<file path="src/sv/u8dec_pkg.sv">
`timescale 1ns / 1ps
`default_nettype none

package u8dec_pkg;

  localparam int unsigned CpW = 21;

  localparam logic [CpW-1:0] ReplCp = 21'h00FFFD;

  localparam logic [7:0] ContMask  = 8'hC0;
  localparam logic [7:0] ContCode  = 8'h80;
  localparam logic [7:0] Lead2Mask = 8'hE0;
  localparam logic [7:0] Lead2Code = 8'hC0;
  localparam logic [7:0] Lead3Mask = 8'hF0;
  localparam logic [7:0] Lead3Code = 8'hE0;
  localparam logic [7:0] Lead4Mask = 8'hF8;
  localparam logic [7:0] Lead4Code = 8'hF0;

  localparam logic [2:0] SeqLen2 = 3'd2;
  localparam logic [2:0] SeqLen3 = 3'd3;
  localparam logic [2:0] SeqLen4 = 3'd4;

  // work for the back end from one item: replacements first, then an optional tail
  typedef struct packed {
    logic [1:0]     flush_cnt;
    logic           tail_vld;
    logic [CpW-1:0] tail_cp;
    logic           tail_rep;
  } u8dec_job_t;

endpackage

`default_nettype wire

</file>
<file path="src/sv/u8dec_front.sv">
`timescale 1ns / 1ps
`default_nettype none

module u8dec_front (
  input  logic                  clk_i,
  input  logic                  rst_ni,
  input  logic                  in_valid_i,
  input  logic [7:0]            text_byte_i,
  input  logic                  end_of_text_i,
  input  logic                  queue_full_i,
  output logic                  in_stall_o,
  output logic                  push_o,
  output u8dec_pkg::u8dec_job_t job_o
);
  import u8dec_pkg::*;

  logic [1:0]     pend_q, pend_d;
  logic [2:0]     len_q, len_d;
  logic [CpW-1:0] gath_q, gath_d;

  logic           accept;
  logic           is_cont;
  logic [1:0]     pend_inc;
  logic [CpW-1:0] gath_next;
  logic           fresh;
  u8dec_job_t     job;

  assign in_stall_o = queue_full_i;
  assign accept     = in_valid_i && !queue_full_i;
  assign is_cont    = (text_byte_i & ContMask) == ContCode;
  assign pend_inc   = pend_q + 2'd1;
  assign gath_next  = {gath_q[CpW-7:0], text_byte_i[5:0]};

  always_comb begin
    pend_d = pend_q;
    len_d  = len_q;
    gath_d = gath_q;
    job    = '0;
    fresh  = 1'b1;

    if (end_of_text_i) begin
      job.flush_cnt = pend_q;
      pend_d = '0;
      len_d  = '0;
      gath_d = '0;
      fresh  = 1'b0;
    end else if (pend_q != 2'd0) begin
      if (is_cont) begin
        fresh = 1'b0;
        if (pend_inc == 2'd0 || {1'b0, pend_inc} >= len_q) begin
          job.tail_vld = 1'b1;
          job.tail_cp  = gath_next;
          pend_d = '0;
          len_d  = '0;
          gath_d = '0;
        end else begin
          pend_d = pend_inc;
          gath_d = gath_next;
        end
      end else begin
        // broken sequence: flush held bytes, then decode this byte afresh
        job.flush_cnt = pend_q;
        pend_d = '0;
        len_d  = '0;
        gath_d = '0;
      end
    end

    if (fresh) begin
      priority if (text_byte_i == 8'd0) begin
        job.tail_vld = 1'b0;
      end else if (!text_byte_i[7]) begin
        job.tail_vld = 1'b1;
        job.tail_cp  = CpW'(text_byte_i);
      end else if ((text_byte_i & Lead2Mask) == Lead2Code) begin
        len_d  = SeqLen2;
        pend_d = 2'd1;
        gath_d = CpW'(text_byte_i[4:0]);
      end else if ((text_byte_i & Lead3Mask) == Lead3Code) begin
        len_d  = SeqLen3;
        pend_d = 2'd1;
        gath_d = CpW'(text_byte_i[3:0]);
      end else if ((text_byte_i & Lead4Mask) == Lead4Code) begin
        len_d  = SeqLen4;
        pend_d = 2'd1;
        gath_d = CpW'(text_byte_i[2:0]);
      end else begin
        job.tail_vld = 1'b1;
        job.tail_cp  = ReplCp;
        job.tail_rep = 1'b1;
      end
    end
  end

  assign job_o  = job;
  assign push_o = accept && (job.flush_cnt != 2'd0 || job.tail_vld);

  always_ff @(posedge clk_i or negedge rst_ni) begin
    if (!rst_ni) begin
      pend_q <= '0;
      len_q  <= '0;
      gath_q <= '0;
    end else if (accept) begin
      pend_q <= pend_d;
      len_q  <= len_d;
      gath_q <= gath_d;
    end
  end

endmodule

`default_nettype wire

</file>
<file path="src/sv/u8dec_queue.sv">
`timescale 1ns / 1ps
`default_nettype none

module u8dec_queue #(
  parameter int unsigned Depth = 4
) (
  input  logic                  clk_i,
  input  logic                  rst_ni,
  input  logic                  push_i,
  input  u8dec_pkg::u8dec_job_t job_i,
  input  logic                  pop_i,
  output u8dec_pkg::u8dec_job_t head_o,
  output logic                  empty_o,
  output logic                  full_o
);
  import u8dec_pkg::*;

  localparam int unsigned PtrW = (Depth > 1) ? $clog2(Depth) : 1;
  localparam int unsigned CntW = $clog2(Depth + 1);

  u8dec_job_t      slot_q [Depth];
  logic [PtrW-1:0] wr_q, rd_q;
  logic [CntW-1:0] cnt_q;
  logic            do_push, do_pop;

  assign empty_o = cnt_q == CntW'(0);
  assign full_o  = cnt_q == CntW'(Depth);
  assign do_push = push_i && !full_o;
  assign do_pop  = pop_i && !empty_o;
  assign head_o  = slot_q[rd_q];

  always_ff @(posedge clk_i) begin
    if (do_push) begin
      slot_q[wr_q] <= job_i;
    end
  end

  always_ff @(posedge clk_i or negedge rst_ni) begin
    if (!rst_ni) begin
      wr_q  <= '0;
      rd_q  <= '0;
      cnt_q <= '0;
    end else begin
      if (do_push) begin
        wr_q <= (wr_q == PtrW'(Depth - 1)) ? '0 : wr_q + PtrW'(1);
      end
      if (do_pop) begin
        rd_q <= (rd_q == PtrW'(Depth - 1)) ? '0 : rd_q + PtrW'(1);
      end
      if (do_push && !do_pop) begin
        cnt_q <= cnt_q + CntW'(1);
      end else if (do_pop && !do_push) begin
        cnt_q <= cnt_q - CntW'(1);
      end
    end
  end

endmodule

`default_nettype wire

</file>
<file path="src/sv/u8dec_back.sv">
`timescale 1ns / 1ps
`default_nettype none

module u8dec_back (
  input  logic                  clk_i,
  input  logic                  rst_ni,
  input  u8dec_pkg::u8dec_job_t head_i,
  input  logic                  empty_i,
  output logic                  pop_o,
  output logic                  out_valid_o,
  input  logic                  out_stall_i,
  output logic [20:0]           code_point_o,
  output logic                  replaced_o,
  output logic                  last_of_run_o
);
  import u8dec_pkg::*;

  logic [1:0]     cnt_q, cnt_d;
  logic           out_valid_q, out_valid_d;
  logic [CpW-1:0] out_cp_q, out_cp_d;
  logic           out_rep_q, out_rep_d;
  logic           out_last_q, out_last_d;

  logic load, take, is_flush, last_flush;

  assign load       = !out_valid_q || !out_stall_i;
  assign take       = load && !empty_i;
  assign is_flush   = cnt_q < head_i.flush_cnt;
  assign last_flush = ((cnt_q + 2'd1) == head_i.flush_cnt) && !head_i.tail_vld;

  always_comb begin
    cnt_d       = cnt_q;
    out_valid_d = out_valid_q && out_stall_i;
    out_cp_d    = out_cp_q;
    out_rep_d   = out_rep_q;
    out_last_d  = out_last_q;
    pop_o       = 1'b0;
    if (take) begin
      out_valid_d = 1'b1;
      if (is_flush) begin
        out_cp_d   = ReplCp;
        out_rep_d  = 1'b1;
        out_last_d = last_flush;
        if (last_flush) begin
          pop_o = 1'b1;
          cnt_d = '0;
        end else begin
          cnt_d = cnt_q + 2'd1;
        end
      end else begin
        out_cp_d   = head_i.tail_cp;
        out_rep_d  = head_i.tail_rep;
        out_last_d = 1'b1;
        pop_o      = 1'b1;
        cnt_d      = '0;
      end
    end
  end

  always_ff @(posedge clk_i or negedge rst_ni) begin
    if (!rst_ni) begin
      cnt_q       <= '0;
      out_valid_q <= 1'b0;
    end else begin
      cnt_q       <= cnt_d;
      out_valid_q <= out_valid_d;
    end
  end

  always_ff @(posedge clk_i) begin
    out_cp_q   <= out_cp_d;
    out_rep_q  <= out_rep_d;
    out_last_q <= out_last_d;
  end

  assign out_valid_o   = out_valid_q;
  assign code_point_o  = out_cp_q;
  assign replaced_o    = out_rep_q;
  assign last_of_run_o = out_last_q;

  a_cnt_clear_on_pop: assert property (@(posedge clk_i) disable iff (!rst_ni)
    pop_o |=> cnt_q == 2'd0)
    else $error("flush count not cleared after pop");

  a_cnt_bounded: assert property (@(posedge clk_i) disable iff (!rst_ni)
    !empty_i |-> (cnt_q < head_i.flush_cnt || (cnt_q == head_i.flush_cnt && head_i.tail_vld)))
    else $error("flush count past job");

  a_plain_is_last: assert property (@(posedge clk_i) disable iff (!rst_ni)
    out_valid_q |-> (out_rep_q || out_last_q))
    else $error("decoded code point not last of run");

  a_pop_needs_take: assert property (@(posedge clk_i) disable iff (!rst_ni)
    pop_o |-> (take && !empty_i))
    else $error("pop without result");

endmodule

`default_nettype wire

</file>
<file path="src/sv/utf8_stream_decoder.sv">
`timescale 1ns / 1ps
`default_nettype none

// channel  direction  handshake                payload
// in       input      in_valid_i / in_stall_o   text_byte_i, end_of_text_i
// out      output     out_valid_o / out_stall_i code_point_o, replaced_o, last_of_run_o
//
// one byte is taken per cycle while the job queue has room; decoder state updates on accept
// each byte gives zero to four results, sent one per cycle while out_stall_i is low, from the output register
// the job is queued at the accepting edge; its first result then passes from the queue into the output register
// reset clears decoder state, queue pointers and output valid; no clearing pass
// in_stall_o is raised only when the job queue is full

module utf8_stream_decoder #(
  parameter int unsigned QueueDepth = 4
) (
  input  logic        clk_i,
  input  logic        rst_ni,
  input  logic        in_valid_i,
  output logic        in_stall_o,
  input  logic [7:0]  text_byte_i,
  input  logic        end_of_text_i,
  output logic        out_valid_o,
  input  logic        out_stall_i,
  output logic [20:0] code_point_o,
  output logic        replaced_o,
  output logic        last_of_run_o
);
  import u8dec_pkg::*;

  u8dec_job_t push_job, head_job;
  logic       push, pop, q_empty, q_full;

  u8dec_front u_front (
    .clk_i        (clk_i),
    .rst_ni       (rst_ni),
    .in_valid_i   (in_valid_i),
    .text_byte_i  (text_byte_i),
    .end_of_text_i(end_of_text_i),
    .queue_full_i (q_full),
    .in_stall_o   (in_stall_o),
    .push_o       (push),
    .job_o        (push_job)
  );

  u8dec_queue #(
    .Depth(QueueDepth)
  ) u_queue (
    .clk_i  (clk_i),
    .rst_ni (rst_ni),
    .push_i (push),
    .job_i  (push_job),
    .pop_i  (pop),
    .head_o (head_job),
    .empty_o(q_empty),
    .full_o (q_full)
  );

  u8dec_back u_back (
    .clk_i        (clk_i),
    .rst_ni       (rst_ni),
    .head_i       (head_job),
    .empty_i      (q_empty),
    .pop_o        (pop),
    .out_valid_o  (out_valid_o),
    .out_stall_i  (out_stall_i),
    .code_point_o (code_point_o),
    .replaced_o   (replaced_o),
    .last_of_run_o(last_of_run_o)
  );

endmodule

`default_nettype wire
</file>
<file path="config.mk">
export PLATFORM = sky130hd
export DESIGN_NAME = utf8_stream_decoder
export DESIGN_NICKNAME = d
export VERILOG_FILES = /design/src/sv/u8dec_pkg.sv /design/src/sv/u8dec_front.sv /design/src/sv/u8dec_queue.sv /design/src/sv/u8dec_back.sv /design/src/sv/utf8_stream_decoder.sv
export SDC_FILE = /design/constraint.sdc
export NUM_CORES = 1
export LEC_CHECK = 0
export CORE_MARGIN = 3
export CORE_UTILIZATION = 41
export DETAILED_ROUTE_END_ITERATION = 7
export DONT_BUFFER_PORTS = 1
export PLACE_DENSITY = 0.63
export SYNTH_ARGS = -nofsm -noshare
export SYNTH_HDL_FRONTEND = slang
export SYNTH_HIERARCHICAL = 1
export SYNTH_SLANG_ARGS = --single-unit
export TNS_END_PERCENT = 30
</file>
<file path="constraint.sdc">
create_clock -name clk_i -period 3.6 [get_ports clk_i]
set_input_delay 0.54 -clock clk_i [delete_from_list [all_inputs] [get_ports clk_i]]
set_output_delay 0.54 -clock clk_i [all_outputs]
set_load 0.01 [all_outputs]
</file>
* Yosys cells after proc, flatten, opt, wreduce, memory -nomap -nowiden
Memories as Yosys holds them, arrays and structs flattened.
Index checks and enable logic that the tools add are counted.
W data, S select, Z words.
** Cells by class
- Reductions and logical operators :: 25
- Magnitude comparators :: 2
- $add $sub $neg :: 6
- Mux-type cells :: 60
- Equality and inequality tests :: 8
** Operators by type and width (number)
- $mux W21 :: 10
- $mux W22 :: 5
- $mux W23 :: 4
- $mux W24 :: 2
- $mux W3 :: 12
- $mux W2 :: 16
- $mux W1 :: 11
- $logic_and A1 B1 Y1 :: 9
- $add A2 B1 Y2 const B :: 4
- $logic_not A8 Y1 :: 1
- $logic_not A1 Y1 :: 7
- $eq A2 B2 Y1 const B :: 3
- $eq A3 B3 Y1 const B :: 2
- $reduce_bool A2 Y1 :: 3
- $eq A5 B5 Y1 const B :: 1
- $eq A4 B4 Y1 const B :: 1
- $add A3 B1 Y3 const B :: 1
- $ge A2 B3 Y1 :: 1
- $logic_not A3 Y1 :: 1
- $logic_or A1 B1 Y1 :: 3
- $sub A3 B1 Y3 const B :: 1
- $eq A2 B2 Y1 :: 1
- $logic_not A2 Y1 :: 1
- $lt A2 B2 Y1 :: 1
** Word-level totals
- Bits in writable memories :: 100
- Output and inout bits :: 25
- Bits in registers :: 59
- Input bits :: 13
- Word-level logic and storage cells :: 113
- Memories :: 1
** Memories
- u_queue.slot_q :: depth 4, width 25, read ports 1, clocked after memory_dff 0, write ports 1, line u8dec_queue.sv:21 : u8dec_job_t slot_q [Depth];

* Logic depth before layout (Yosys ltp)
Gate-level depths: netlist (run 1).
- Depth in word-level cells :: 21
- Depth in mapped cells :: 15

* Cells and area by module
Netlist (run 1), hierarchy kept.
** By module, submodules not included
- u8dec_queue :: seq. area each 3178.0 µm², cells each 168, instances 1, area each 4075.2 µm²
- u8dec_front :: seq. area each 500.5 µm², cells each 139, instances 1, area each 1333.8 µm²
- u8dec_back :: seq. area each 765.7 µm², cells each 76, instances 1, area each 1084.8 µm²

* Least setup slack after synthesis (run 1)
OpenSTA, ideal clock, no wires.
- Path kind :: reg-to-reg
- Start point :: register u_front.pend_q[0]
- End point :: memory u_queue/slot_q[3][0] in the netlist's numbering (enable)
- Path slack :: 263 ps
- Path buffers :: 0
- Library setup time :: 407 ps
- Cell stages (with the launch flop) :: 10
- Arrival time :: 2930 ps
- Cell sequence :: dfrtp_1 > inv_1 > ha_1 > ha_1 > nand2b_1 > o211ai_1 > a22oi_1 > a21oi_1 > nand2_1 > nor2_1
** Between the ends
- Longest elaborated chain between the ends :: 19
** RTL lines
- start, declared :: line u8dec_front.sv:17 : logic [1:0] pend_q, pend_d;
- start signal, assigned :: line u8dec_front.sv:104 : pend_q <= pend_d;
- $add A2 B1 Y2 :: line u8dec_front.sv:31 : assign pend_inc = pend_q + 2'd1;
- $ge A2 B3 Y1 / $logic_not A2 Y1 (equally long branches) :: line u8dec_front.sv:50 : if (pend_inc == 2'd0 || {1'b0, pend_inc} >= len_q) begin
- $logic_or A1 B1 Y1 :: line u8dec_front.sv:50
- $mux W22 :: line u8dec_front.sv:50
- $mux W22 :: line u8dec_front.sv:48 : if (is_cont) begin
- $mux W24 :: line u8dec_front.sv:47 : end else if (pend_q != 2'd0) begin
- $mux W24 :: line u8dec_front.sv:41 : if (end_of_text_i) begin
- $mux W22 :: line u8dec_front.sv:41
- [4 not listed]
- $mux W1 :: line u8dec_front.sv:70 : priority if (text_byte_i == 8'd0) begin
- $mux W23 :: line u8dec_front.sv:69 : if (fresh) begin
- $logic_or A1 B1 Y1 * :: line u8dec_front.sv:96 : assign push_o = accept && (job.flush_cnt != 2'd0 || job.tail_vld);
- $logic_and A1 B1 Y1 * :: line u8dec_front.sv:96
- via push :: line utf8_stream_decoder.sv:32 : logic push, pop, q_empty, q_full;
- $logic_and A1 B1 Y1 * :: line u8dec_queue.sv:28 : assign do_push = push_i && !full_o;
- $mux W1 * :: line u8dec_queue.sv:33 : if (do_push) begin
- $mux W1 (not written as such) * :: line u8dec_queue.sv:34 : slot_q[wr_q] <= job_i;
- end, declared :: line u8dec_queue.sv:21
Mark *: on every way through the listed nets, which the timed path passes. The rest lies on a longest branch. The select of a mux whose other input is x is not followed.

* Final worst setup path (run 1)
- Start point :: register u_front.pend_q[0]
- End point :: register u_queue.cnt_q[2]
** Between the ends
- Longest elaborated chain between the ends :: 20
** RTL lines
- $add A2 B1 Y2 :: line u8dec_front.sv:31
- $ge A2 B3 Y1 / $logic_not A2 Y1 (equally long branches) :: line u8dec_front.sv:50
- $logic_or A1 B1 Y1 :: line u8dec_front.sv:50
- $mux W22 :: line u8dec_front.sv:50
- $mux W22 :: line u8dec_front.sv:48
- $mux W24 :: line u8dec_front.sv:47
- $mux W24 :: line u8dec_front.sv:41
- $mux W22 :: line u8dec_front.sv:41
- [6 not listed]
- $logic_or A1 B1 Y1 * :: line u8dec_front.sv:96
- $logic_and A1 B1 Y1 * :: line u8dec_front.sv:96
- via push :: line utf8_stream_decoder.sv:32
- $logic_and A1 B1 Y1 * :: line u8dec_queue.sv:28
- via u_queue.do_push :: line u8dec_queue.sv:24 : logic do_push, do_pop;
- $logic_not A1 Y1 :: line u8dec_queue.sv:52 : end else if (do_pop && !do_push) begin
- $logic_and A1 B1 Y1 :: line u8dec_queue.sv:52
- $reduce_bool A2 Y1 (no line)
- end signal, assigned :: line u8dec_queue.sv:51 : cnt_q <= cnt_q + CntW'(1);
- end signal, assigned :: line u8dec_queue.sv:53 : cnt_q <= cnt_q - CntW'(1);
- end, declared :: line u8dec_queue.sv:23 : logic [CntW-1:0] cnt_q;
Marked as above.
A chain may end at the register's enable or synchronous reset.

==> results of run 1 <==
## stage by stage
| step | instance area [um^2] | instances |
|---|---|---|
| 2_1_floorplan | 6490 | 383 |
| 3_3_place_gp | 6770 | 588 |
| 3_5_place_dp | 6770 | 588 |
| 4_1_cts | 7370 | 622 |
| 5_1_grt | 7370 | 622 |
| 6_report | 7370 | 622 |
## cell usage after synthesis (all sizes together), types with 2 or more instances
| cell | count |
|---|---|
| edfxtp | 123 |
| dfrtp | 30 |
| mux4 | 25 |
| or2 | 17 |
| a22o | 16 |
| inv | 15 |
| buf | 14 |
| a21o | 12 |
| ha | 12 |
| nor2 | 11 |
| nor2b | 11 |
| nand2 | 10 |
| a21oi | 8 |
| and3 | 8 |
| and2 | 6 |
| mux2 | 6 |
| nand2b | 6 |
| o21ai | 6 |
| clkbuf | 4 |
| nor3 | 3 |
| nor3b | 3 |
| o22a | 3 |
| a2111oi | 2 |
| a32o | 2 |
| nand4 | 2 |
| nor4 | 2 |
| o2111ai | 2 |
| o21a | 2 |
| o31ai | 2 |
| or4 | 2 |
| xnor2 | 2 |
| xor2 | 2 |
## kinds of logic after synthesis
group                    count (synthesis)
AND/OR/NAND/NOR                         85
flip-flops                             153
AO/OA/AOI/OAI                           63
adder cells (fa/ha/maj)                 13
multiplexers                            32
buffers and inverters                   33
XOR/XNOR                                 4
## final cells by class
cell class	count	area (um^2)	share of cell area, %
Clock buffer	17	425	5.77
Clock inverter	15	154	2.09
Inverter	15	56.3	0.763
Multi-Input combinational cell	197	1870	25.4
Sequential cell	153	4440	60.3
Tap cell	211	264	3.58
Timing Repair Buffer	14	158	2.14
## registers in the layout, summed over array words and instances (netlist names)
name,cells
u_back/last_of_run_o,1
u_front/pend_q,2
u_back/code_point_o,21
u_front/len_q,3
u_front/gath_q,15
u_queue/cnt_q,3
u_back/cnt_q,2
u_queue/wr_q,2
u_queue/rd_q,2
u_back/out_valid_o,1
u_back/replaced_o,1
u_queue/slot_q,100
## worst paths after layout
kind,start,end,slack (ns),cells after the start
worst max-delay path,u_front/pend_q[0],u_queue/cnt_q[2],0.29,14
worst min-delay path,text_byte_i[5],u_front/gath_q[5],0.26,1
worst max register to register,u_front/pend_q[0],u_queue/cnt_q[2],0.29,14
worst min register to register,u_front/gath_q[12],u_front/gath_q[12],0.50,1
max in group asynchronous,rst_ni,u_front/gath_q[12],2.87,2
min in group asynchronous,rst_ni,u_queue/wr_q[0],0.57,2
## power groups by stage
stage | registers, W | clock network [W] | logic, W
after global placement | 0.00266 | 0 | 0.00160
final | 0.00263 | 0.00172 | 0.00161
after CTS | 0.00264 | 0.00176 | 0.00165
after floorplan | 0.00261 | 0 | 0.00127
after global routing | 0.00267 | 0.00183 | 0.00181
after detailed placement | 0.00267 | 0 | 0.00163
## metal layers
| layer | vias to the layer above | global-route usage (%) | wire length, um |
|---|---|---|---|
| met5 | - | 0 | 0 |
| met4 | 0 | 6.65 | 227 |
| met3 | 23 | 4.20 | 581 |
| met2 | 100 | 22.6 | 5680 |
| met1 | 1686 | 18.7 | 5400 |
| li1 | 1517 | - | - |
==> qor.yml, run 1 <==
max_slew_margin_pct: 31.7
startpoint_type: "flip-flop"
synth_xor_area_share_pct: 0.539
fmax_ghz: 0.302
vias_per_cell: 5.35
gp_congestion: 0.908
rsz0062_at_grt: "false"
grt_pass1_wl_um: 19200
max-vdd-ir-drop_v: 0.000322
fin_nets: 424
port_buffers: 0
synth_top_family_by_area: "multiplexers"
crit_path_end_kind: "flip-flop"
yosys.area_share.simple_pct: 8.02
skew_ns: 0.00366
power_w: 0.00596
synth_fa_ha_area_share_pct: 2.62
cts_resized: 0
cts_buffer_depth: 2
cellLeakagePower_nw: 2.72
path_delay_family: "adder cells"
worstMarginPinSlew_ns: 1.02
n_fill_cell: 1288
remaining_drc_errors: 0
yosys.area.top_type: "edfxtp_1"
p_switching_w: 0.00180
synthFlopType: "edfxtp_1"
wl_per_cell_um: 19.1
netSwitchingFraction_pct: 30.1
holdBufCountCts: 2
crit_top_cell: "ha_1"
path_buf_inv: 2
fin_crit_ns: 3.31
gr-usage-all-layers_pct: 14.4
start_util_pct: 42.2
hold_slack_ns: 0.256
die_area_mm2: 0.0174
cts_root_buf: "clkbuf_16"
period_share_pct: 91.9
synth.distinct_cells: 57
slew_violations: 0
synth.avg_cell_area_um2: 17.0
row_count: 45
ant_nets: 0
clk_pin_slew_ns: 0.06
critPathKind: "flip-flop to flip-flop"
synth.mux.area_fraction_pct: 9.98
cp_data_required_time_ns: 3.94
synth_nets: 409
status: "completed"
cts_made_buffers: 17
hold_violations: 0
yosysTopAreaCellShare_pct: 56.9
gr-total-overflow: 0
cpPeakStageDelay_ns: 0.44
die_h_um: 132
worst_slack_ns: 0.292
critPathMaxFanout: 7
clkPwrFrac_pct: 28.9
fp.dieW_um: 132
antenna_cells: 0
antenna_found_initial: 0
p_int_w: 0.00417
synthTopCellsByArea: "edfxtp_1 (57%), dfrtp_1 (12%), mux4_2 (8.7%)"
drt_wl_total_um: 11900
dp_hpwl_um: 7460
finalSetupTns_ns: 0
path_cells: "inv_1 > ha_1 > ha_1 > nand2b_1 > o211ai_1 > a22oi_1 > a21oi_1 > nor2b_4 > ha_1 > inv_1 > fa_1 > xor2_1 > nor2_1 > xor2_1"
power_density_mw_per_mm2: 809
min_path_type: "input pin to flip-flop"
async_flop_share_pct: 19.6
final_common_cell: "edfxtp_1"
synth-compound-area-share_pct: 7.65
ys_seq_elements: 153
synthesis.area_mm2: 0.00649
seqPwrFrac_pct: 44.1
cts_tree: "built"
vias: 3326
cts.htree.levels: 4
yosys_warnings: 6
syn2layout_area_growth_pct: 13.6
clock_latency_ns: 0.41
p_comb_share_pct: 27.0
slowest_stage: "dfrtp_1"
coreArea_mm2: 0.0154
grt_pass1_vias: 3512
layout.cells.most_common_list: "edfxtp_1 (123), dfrtp_1 (30), mux4_2 (25)"
synth_cells: 383
yosysSeqAreaShare_pct: 68.4
post_cts_buffers: 0
arrival_ns: 3.65
utilization_pct: 48.0
synth_edf_count: 123
grt_max_degree: 31
dr.pass1.iters: 4
finalSetupViolCount: 0
cap_violations: 0
pin_count: 38
clock-sinks: 153
drive_gt1_share_pct: 23.8
place_ws_ns: 0.306
dr.first_iter.drc_count: 274
(Power assumes the default switching activity.)
==> run 2, diff against run 1 <==
- PLACE_DENSITY: 0.63 -> 0.61
- clock period: 3.6 -> 4.3 ns (I/O delays scaled with it)
==> run 2 against run 1 <==
Net effect:
- critical path depth down 1
- power down 17%
- combinational power down 19%
- register-to-register slack better by 0.45 ns
- non-clock buffer count down 4
- clock power down 18%
- first-iteration DRC count down 26%
- largest cell class unchanged
==> qor.yml, run 2 (synthesized netlist as in run 1, its figures left out) <==
status: "completed"
max_slew_margin_pct: 36.9
die_area_mm2: 0.0174
p_int_w: 0.00346
cp_data_required_time_ns: 4.64
fin_crit_ns: 3.56
cts_made_buffers: 17
crit_path_end_kind: "flip-flop"
cap_violations: 0
hold_violations: 0
finalSetupTns_ns: 0
dp_hpwl_um: 7620
cts_tree: "built"
fmax_ghz: 0.281
cts_resized: 0
row_count: 45
gr-usage-all-layers_pct: 14.6
clkPwrFrac_pct: 28.6
fin_nets: 420
wl_per_cell_um: 19.5
cts_root_buf: "clkbuf_16"
ant_nets: 0
critPathKind: "flip-flop to flip-flop"
clock-sinks: 153
final_common_cell: "edfxtp_1"
vias_per_cell: 5.37
worstMarginPinSlew_ns: 0.945
grt_pass1_vias: 3457
cts.htree.levels: 4
drt_wl_total_um: 12100
drive_gt1_share_pct: 22.2
p_comb_share_pct: 26.5
antenna_found_initial: 0
grt_pass1_wl_um: 19500
vias: 3316
layout.cells.most_common_list: "edfxtp_1 (123), dfrtp_1 (30), mux4_2 (25)"
seqPwrFrac_pct: 44.9
fp.dieW_um: 132
worst_slack_ns: 0.745
critPathMaxFanout: 8
gp_congestion: 0.864
layoutNonFillerInstCount: 617
start_util_pct: 42.2
power_density_mw_per_mm2: 676
coreArea_mm2: 0.0154
clk_pin_slew_ns: 0.06
rsz0062_at_grt: "false"
remaining_drc_errors: 0
syn2layout_area_growth_pct: 12.2
cellLeakagePower_nw: 2.68
period_share_pct: 82.7
port_buffers: 0
die_h_um: 132
startpoint_type: "flip-flop"
largest_reg_flops: 100
min_path_type: "input pin to async pin"
hold_slack_ns: 0.0475
antenna_cells: 0
dp_cells: 585
place_ws_ns: 0.759
finalSetupViolCount: 0
arrival_ns: 3.90
dr.first_iter.drc_count: 202
clock_latency_ns: 0.42
top_register: "u_queue/slot_q"
p_switching_w: 0.00147
grt_max_degree: 31
gr-total-overflow: 0
slew_violations: 0
max-vdd-ir-drop_v: 0.000309
cts_buffer_depth: 2
power_w: 0.00493
dr.pass1.iters: 4
skew_ns: 0.00672
netSwitchingFraction_pct: 29.9
pin_count: 38
-- run 2: cell count changes in the layout (fill, tap and decap cells not counted), sizes merged --
| cell | delta |
|---|---|
| buf | -3 |
| dlygate4sd3 | -1 |
| clkbuf | +3 |
| clkinv | -4 |
-- run 2: path summary, 6_finish.rpt --
path                                         start                 end  slack, ns  depth (start not counted)
worst max-delay path             u_front/pend_q[0]    u_queue/cnt_q[2]       0.74                         13
worst min-delay path                        rst_ni  u_back/out_valid_o       0.05                          1
worst max register to register   u_front/pend_q[0]    u_queue/cnt_q[2]       0.74                         13
worst min register to register  u_front/gath_q[13]  u_front/gath_q[13]       0.50                          1
max in group asynchronous                   rst_ni  u_front/gath_q[10]       4.07                          1
min in group clk_i                     out_stall_i  u_back/out_valid_o       0.36                          2
-- run 2: worst max-delay path, cell delays in order (launching register included) --
cell and delay, ns:
dfrtp_1 0.44, inv_1 0.10, ha_1 0.36, nor3b_1 0.17
a311oi_1 0.63, a22oi_1 0.26, a21oi_1 0.24, nor2b_4 0.25
ha_1 0.20, inv_1 0.06, fa_1 0.37, xor2_1 0.15
nor2_1 0.10, xor2_1 0.14
-- run 2: power by group through the flow --
stage / combinational (W) / sequential [W] / clock, W
final: 0.00131 / 0.00221 / 0.00141
after floorplan: 0.00107 / 0.00218 / 0
after global routing: 0.00146 / 0.00225 / 0.00151
after CTS: 0.00133 / 0.00222 / 0.00145
after detailed placement: 0.00132 / 0.00225 / 0
after global placement: 0.00129 / 0.00224 / 0
-- run 2: cell type report --
| class | instances | area [um^2] |
|---|---|---|
| sequential | 153 | 4440 |
| timing repair buffer | 10 | 87.6 |
| clock buffer | 20 | 437 |
| fill | 1295 | 8080 |
| tap | 211 | 264 |
| clock inverter | 11 | 125 |
| multi-input combinational | 197 | 1870 |
| inverter | 15 | 56.3 |
-- run 2: what timing repair did --
action | CTS | global route
hold endpoints to repair | 30 | 0
hold buffers | 1 | 0
buffers inserted | 0 | 0
-- run 2: through the flow --
stage               instance area, um^2  utilization [%]
floorplan                          6490                -
global placement                   6710             43.6
finish                             7290             47.4
global route                       7290             47.4
detailed placement                 6710             43.6
CTS                                7290             47.4
-- run 2: per-layer routing --
metal | up-vias | global-route usage, % | wire, um
met3 | 22 | 3.44 | 584
met4 | 0 | 7.47 | 278
met2 | 104 | 22.8 | 5800
met5 | - | 0 | 0
li1 | 1523 | - | -
met1 | 1667 | 19.3 | 5400
